File: src/sv/vsa_ram.sv
`default_nettype none
module vsa_ram #(
  parameter int unsigned Width = 8,
  parameter int unsigned Depth = 16
) (
  input  wire logic                     clk_i,
  input  wire logic                     we_i,
  input  wire logic [$clog2(Depth)-1:0] waddr_i,
  input  wire logic [Width-1:0]         wdata_i,
  input  wire logic [$clog2(Depth)-1:0] raddr_i,
  output      logic [Width-1:0]         rdata_o
);
  logic [Width-1:0] mem_q [Depth];
  always_ff @(posedge clk_i) begin
    if (we_i) begin
      mem_q[waddr_i] <= wdata_i;
    end
    rdata_o <= mem_q[raddr_i];
  end
endmodule
`default_nettype wire

File: config.mk
export PLATFORM = sky130hd
export DESIGN_NAME = vsa_ram
export DESIGN_NICKNAME = d
export VERILOG_FILES = /design/src/sv/vsa_ram.sv
export SDC_FILE = /design/constraint.sdc
export NUM_CORES = 1
export LEC_CHECK = 0
export BUFFER_PORTS_ARGS = -buffer_cell sky130_fd_sc_hd__buf_2
export CAP_MARGIN = 40
export CORE_MARGIN = 10
export CORE_UTILIZATION = 30
export DETAILED_ROUTE_END_ITERATION = 8
export SYNTH_ARGS = -nofsm -noshare
export SYNTH_HDL_FRONTEND = slang
export SYNTH_SLANG_ARGS = --single-unit
File: constraint.sdc
create_clock -name clk_i -period 1.6 [get_ports clk_i]
set_input_delay 0.16 -clock clk_i [delete_from_list [all_inputs] [get_ports clk_i]]
set_output_delay 0.16 -clock clk_i [all_outputs]
set_load 0.02 [all_outputs]
======== After elaboration in Yosys (flattened, before gate mapping) ========
Memories as Yosys holds them, arrays and structs flattened. A register that Yosys moved wholly into a read port is not among the register bits.
Cells that the tools add are included.
word-level totals
  register bits ........................... 0
  bits in writable memories ............... 128
  output and inout bits ................... 8
  word-level logic and storage cells ...... 3
  memories ................................ 1
memories
  memory  depth  bits a word  rd ports  clocked after Yosys merged registers in  wr ports  line  source
  mem_q   16     8            1         1                                        1         13    logic [Width-1:0] mem_q [Depth];
operators by class
  muxes and demuxes ....................... 2
operators with widths
  cell              number
  1-bit 2-to-1 mux  2

======== Depth between registers and ports, before layout ========
Gate-level depths: netlist of run 1.
  depth after elaboration ................. 2
  gate-level depth with buffers ........... 5

======== Worst setup path after synthesis of run 1 ========
OpenSTA, ideal clock, no wires.
  kind .................................... input -> register
  start point ............................. input port waddr_i[2]
  end point ............................... memory mem_q[0][0] (enable)
  library setup time ...................... 0.383 ns
  data arrival time ....................... 1.270 ns
  slack ................................... -0.053 ns
  stages .................................. 2
  cell sequence ........................... or3b_2 > nor3_1
RTL lines
  what         line  source
  from (decl)  8     input wire logic [$clog2(Depth)-1:0] waddr_i,
  to (decl)    13
Straight into the memory's write port.

==> impl_metrics.csv, run 1 <==
group,metric,value,unit
timing,fin_skew,0.00869,ns
pwr,power,8.42,mW
logic_synthesis,synth_area,0.00515,mm2
die,dieArea,0.0228,mm2
worst_setup_path,critPathMaxFanout,1,
clock_network,post-cts-setup-buffers,0,
logic_synthesis,ys.flop_type,"edfxtp_1",
clock_network,postCtsHoldBufs,0,
logic_synthesis,synth-async-reset-ratio,0,%
clock_network,cts_resized,0,
logic_synthesis,synthSimpleGateAreaFrac,3.18,%
worst_setup_path,critPathKind,"reg2reg",
global_routing,grt_usage,9.30,%
clock_network,clockBufferDepth,2,
detailed_routing,vias,2405,
detailed_routing,drc_errors,0,
worst_setup_path,end_kind,"flip-flop",
logic_synthesis,synth.area.mux_share,15.0,%
placement,detailed_place_hpwl,6.65,mm
layout,num-nets-final,300,
timing,relSlewSlack,48.6,%
logic_synthesis,ys_seq_area_share,77.8,%
detailed_routing,via_per_inst,4.67,
die,io_pins,26,
global_routing,grt_pass1_wl,15.3,mm
run_status,outcome,"complete, no violations",
detailed_routing,first_iter_violations,147,
placement,portBuffers,25,
logic_synthesis,synth_top_area_cell,"edfxtp_1",
layout,area_growth,21.8,%
pwr,power_per_cell_area,1340,mW/mm2
job,max_cap_viol_count,0,
clock_network,cts_made_buffers,17,
worst_hold_path,worstHoldPathType,"in2reg",
global_routing,grt_start_max_net_pins,33,
die,die_x,151,um
timing,report.final.slew_viol_count,0,
logic_synthesis,synth_area_leaders,"edfxtp_1 75%, mux4_2 7.9%, mux4_1 7.1%, dfxtp_1 3.1%, a22oi_1 2.3%",
clock_network,cts.sinks,136,
die,rows,47,
clock_network,cts-root-buf,"clkbuf_16",
clock_network,cts_tree,"done",
global_routing,antenna_found_initial,0,
logic_synthesis,ys_types,19,
global_routing,grt_pass1_vias,2557,
logic_synthesis,synth-edff-count,128,
logic_synthesis,synth_cells,229,
worst_setup_path,cp.required,1.89,ns
timing,max_freq,726,MHz
logic_synthesis,synth_nets,247,
logic_synthesis,yosysWarnings,0,
pwr,p_leak,2.10,nW
timing,setup_viol,0,
timing,rsz0062_at_grt,"no",
timing,tightest_slew,0.769,ns
global_routing,grt_overflow,0,
detailed_routing,final_antenna_net_count,0,
detailed_routing,dr.pass1.iters,5,
layout,diodes,0,
worst_setup_path,crit_path_start_kind,"flip-flop",
logic_synthesis,synth_top_family_by_area,"multiplexers",
placement,pre_cts_ws,0.0187,ns
layout,drive_above_1_share,31.9,%
layout,nFillCells,1542,
clock_network,path_clk_slew,0.06,ns
die,die_h,151,um
detailed_routing,avgRoutedWirePerCell,19.6,um
die,initial_core_util,30.8,%
logic_synthesis,synth_xor_xnor_area_share,0,%
detailed_routing,routed_wl,10.1,mm
timing,post-route-min-period,1.38,ns
timing,period_share,86.1,%
clock_network,clock_latency,0.41,ns
timing,hold_violations,0,
timing,setup_ws,0.223,ns
logic_synthesis,syn_avg_cell_area,22.5,um2
logic_synthesis,ys_ff_latch,136,
die,core_area,0.0167,mm2
logic_synthesis,synth_compound_area_share,2.33,%
logic_synthesis,yosys.area.top_type_share,74.7,%
worst_setup_path,crit_arrival,1.66,ns
placement,gp_congestion,0.766,
logic_synthesis,synth-adder-area-share,0,%
pwr,irDropWorstVdd,0.685,mV
clock_network,cts_htree_levels,4,
timing,timing.hold.ws,0.141,ns
timing,timing.setup.tns,0,ns
[power breakdown]
| part | total (mW) | internal (mW) | switching (mW) |
|---|---|---|---|
| Combinational | 0.402 | 0.164 | 0.238 |
| Sequential | 4.01 | 3.98 | 0.0246 |
| Clock | 4.01 | 2.64 | 1.38 |
[layer usage]
| layer | wire length, um | track usage, % | part of all wire, % |
|---|---|---|---|
| met3 | 425 | 3.31 | 4.2 |
| met4 | 101 | 3.18 | 1.0 |
| met5 | 0 | 0 | 0 |
| met2 | 4870 | 13.8 | 48 |
| met1 | 4680 | 12.4 | 46 |
[stage by stage]
step           utilization, %  instance area (um2)  instances
6_report                 37.5                 6270        515
5_1_grt                  37.5                 6270        515
4_1_cts                  37.5                 6270        515
3_5_place_dp             33.8                 5650        483
3_3_place_gp             33.8                 5650        483
2_1_floorplan               -                 5150        229
[synthesized netlist by cell type (2+ instances only)]
| library cell | n |
|---|---|
| nor3_1 | 4 |
| a22oi_1 | 16 |
| mux4_2 | 18 |
| clkdlybuf4s25_2 | 3 |
| nand2b_1 | 2 |
| buf_6 | 3 |
| dfxtp_1 | 8 |
| buf_2 | 3 |
| mux4_1 | 14 |
| nor2_1 | 13 |
| nand2_1 | 9 |
| nand3b_1 | 2 |
| edfxtp_1 | 128 |
[state kept, by name (all words and copies together), names as in the netlist]
| name | flops |
|---|---|
| rdata_o | 8 |
| mem_q | 128 |
[path summary, 6_finish.rpt]
check | from | end | slack (ns) | cells past startpoint
min reg2reg | mem_q[12][2] | rdata_o[2] | 0.68 | 3
min | wdata_i[3] | mem_q[5][3] | 0.14 | 1
max | mem_q[4][2] | rdata_o[2] | 0.22 | 3
max reg2reg | mem_q[4][2] | rdata_o[2] | 0.22 | 3
[layout by cell type (no fill, tap or decap)]
cell type,Yosys,layout
a22oi_1,16,16
and2_1,1,1
and2b_1,1,1
buf_12,0,3
buf_2,3,25
buf_4,1,16
bufinv_16,0,4
clkbuf_1,0,1
clkbuf_16,0,17
clkbuf_8,0,1
clkinv_1,0,1
clkinv_2,0,3
clkinvlp_4,0,4
dfxtp_1,8,8
edfxtp_1,128,128
inv_6,0,1
mux4_1,14,14
mux4_2,18,18
nand2_1,9,9
nand2b_1,2,2
nand3_1,1,1
nand3b_1,2,2
nor2_1,13,13
nor2b_1,1,1
nor3_1,4,3
nor3_2,0,1
or3b_2,1,1
[final cells by class]
class / count / area, um2 / share of cell area, %
Clock buffer: 19 / 443 / 7.07
Clock inverter: 13 / 178 / 2.83
Multi-Input combinational cell: 83 / 1060 / 16.9
Sequential cell: 136 / 4000 / 63.9
Tap cell: 220 / 275 / 4.39
Timing Repair Buffer: 44 / 305 / 4.87
[kinds of logic (layout without fill, tap and decap cells)]
family / count (synthesis) / after routing
compound gates: 16 / 16
simple gates: 35 / 35
buf+inv: 10 / 76
mux: 32 / 32
flops: 136 / 136
[worst max-delay path: stages (launching register included)]
cell and delay [ns]:
edfxtp_1 0.36, mux4_1 0.55, a22oi_1 0.27, nand2_1 0.09
No activity file was read; power rests on OpenSTA's default activity.
==> run 2: changes to the inputs <==
Settings changed: RECOVER_POWER set to 25.
==> run 2 against run 1 <==
  * Flip-flop and latch count unchanged
  * Via count down 0.17%
  * Global-route usage unchanged
  * Combinational power about the same
  * Final cell count unchanged
  * Sequential share of layout area up 0.077 points
  * Register-to-register slack about the same
  * Critical endpoint unchanged
  * Clock skew down 0.0011 ns
  * Routed wire length up 0.26%
  * Worst setup slack about the same
  * First-iteration DRC count down 0.68%
==> impl_metrics.csv, run 2 (synthesized netlist as in run 1, its figures left out) <==
group,metric,value,unit
run_status,outcome,"complete, no violations",
detailed_routing,vias,2401,
timing,post-route-min-period,1.38,ns
layout,final_util,37.5,%
detailed_routing,first_iter_violations,146,
die,dieArea,0.0228,mm2
layout,multiInputGateArea,0.00106,mm2
detailed_routing,drc_errors,0,
detailed_routing,final_antenna_net_count,0,
worst_setup_path,crit_path_start_kind,"flip-flop",
detailed_routing,avgRoutedWirePerCell,19.6,um
timing,timing.setup.tns,0,ns
worst_setup_path,crit_arrival,1.66,ns
layout,final_cell_mix,"128 x edfxtp_1, 19 x buf_2, 18 x mux4_2",
worst_setup_path,critPathMaxFanout,1,
clock_network,cts.sinks,136,
global_routing,grt_pass1_vias,2557,
timing,timing.hold.ws,0.152,ns
clock_network,postCtsHoldBufs,0,
layout,top_regs,"mem_q: 128 flops, rdata_o: 8 flops",
pwr,power_per_cell_area,1340,mW/mm2
timing,fin_skew,0.00755,ns
layout,num-nets-final,300,
clock_network,clock_latency,0.41,ns
worst_setup_path,critPathKind,"reg2reg",
layout,final_common_cell,"edfxtp_1",
global_routing,grt_usage,9.30,%
placement,pre_cts_ws,0.0187,ns
clock_network,cts_made_buffers,17,
worst_setup_path,end_kind,"flip-flop",
clock_network,cts_tree,"done",
global_routing,grt_start_max_net_pins,33,
clock_network,path_clk_slew,0.06,ns
pwr,p_leak,2.09,nW
die,initial_core_util,30.8,%
die,io_pins,26,
detailed_routing,via_per_inst,4.66,
die,core_area,0.0167,mm2
timing,setup_viol,0,
worst_setup_path,cp_slowest_cell,"mux4_1",
timing,period_share,86.1,%
layout,largest_reg_flops,128,
die,rows,47,
layout,drive_above_1_share,29.8,%
clock_network,post-cts-setup-buffers,0,
pwr,power,8.42,mW
placement,portBuffers,25,
clock_network,clockBufferDepth,2,
timing,rsz0062_at_grt,"no",
layout,area_growth,21.6,%
global_routing,antenna_found_initial,0,
worst_setup_path,cp.required,1.89,ns
worst_setup_path,critPathMaxStageDelay,0.55,ns
timing,tightest_slew,0.752,ns
detailed_routing,routed_wl,10.1,mm
layout,register_area,0.00400,mm2
layout,diodes,0,
global_routing,grt_pass1_wl,15.3,mm
detailed_routing,dr.pass1.iters,4,
layout,largest_register,"mem_q",
clock_network,cts-root-buf,"clkbuf_16",
placement,detailed_place_hpwl,6.65,mm
timing,setup_ws,0.223,ns
placement,gp_congestion,0.766,
pwr,irDropWorstVdd,0.685,mV
die,die_x,151,um
clock_network,cts_resized,0,
timing,max_freq,726,MHz
global_routing,grt_overflow,0,
timing,relSlewSlack,49.7,%
timing,hold_violations,0,
die,die_h,151,um
worst_hold_path,worstHoldPathType,"in2reg",
layout,nFillCells,1544,
clock_network,cts_htree_levels,4,
worst_setup_path,crit_chain,"mux4_1, a22oi_1, nand2_1",
job,max_cap_viol_count,0,
timing,report.final.slew_viol_count,0,
==> run 2: changes by cell type in the layout (fill, tap and decap cells not counted) <==
| cell | previous run | this run |
|---|---|---|
| buf_2 | 25 | 19 |
| clkbuf_1 | 1 | 7 |
==> run 2: area by class of cell <==
class                      count  share of cell area (%)
clock inverter                13                    2.84
multi-input combinational     83                    17.0
sequential                   136                    64.0
timing repair buffer          44                    4.76
clock buffer                  19                    7.08
tap                          220                    4.40
==> run 2: path summary, 6_finish.rpt <==
check	to	slack, ns	depth (start not counted)	startpoint
setup / recovery	rdata_o[2]	0.22	3	mem_q[4][2]
hold / removal	mem_q[7][6]	0.15	1	wdata_i[6]
setup reg to reg	rdata_o[2]	0.22	3	mem_q[4][2]
hold reg to reg	rdata_o[2]	0.68	3	mem_q[12][2]
==> run 2: report_power, final <==
| group | switching, mW | internal, mW | leakage [nW] |
|---|---|---|---|
| registers | 0.0247 | 3.99 | 1.22 |
| clock network | 1.37 | 2.64 | 0.293 |
| logic | 0.238 | 0.162 | 0.570 |
==> run 2: routing by layer <==
metal	track usage, %	share of wire [%]	up-vias
li1	-	-	1078
met1	12.4	46	1246
met2	13.8	48	63
met3	3.31	4.9	14
met4	3.18	1.0	0
met5	0	0	-
==> run 2: critical path, delay by kind of cell (launching register included) <==
| family | cells | cell delay, ns |
|---|---|---|
| muxes | 1 | 0.55 |
| DFF | 1 | 0.36 |
| AOI/OAI and AO/OA | 1 | 0.27 |
| and+or+nand+nor | 1 | 0.09 |
==> run 2: stage by stage <==
step,area (um2),std cells
after floorplan,5150,229
after global placement,5650,483
after detailed placement,5650,483
after CTS,6270,515
after global routing,6260,515
final,6260,515
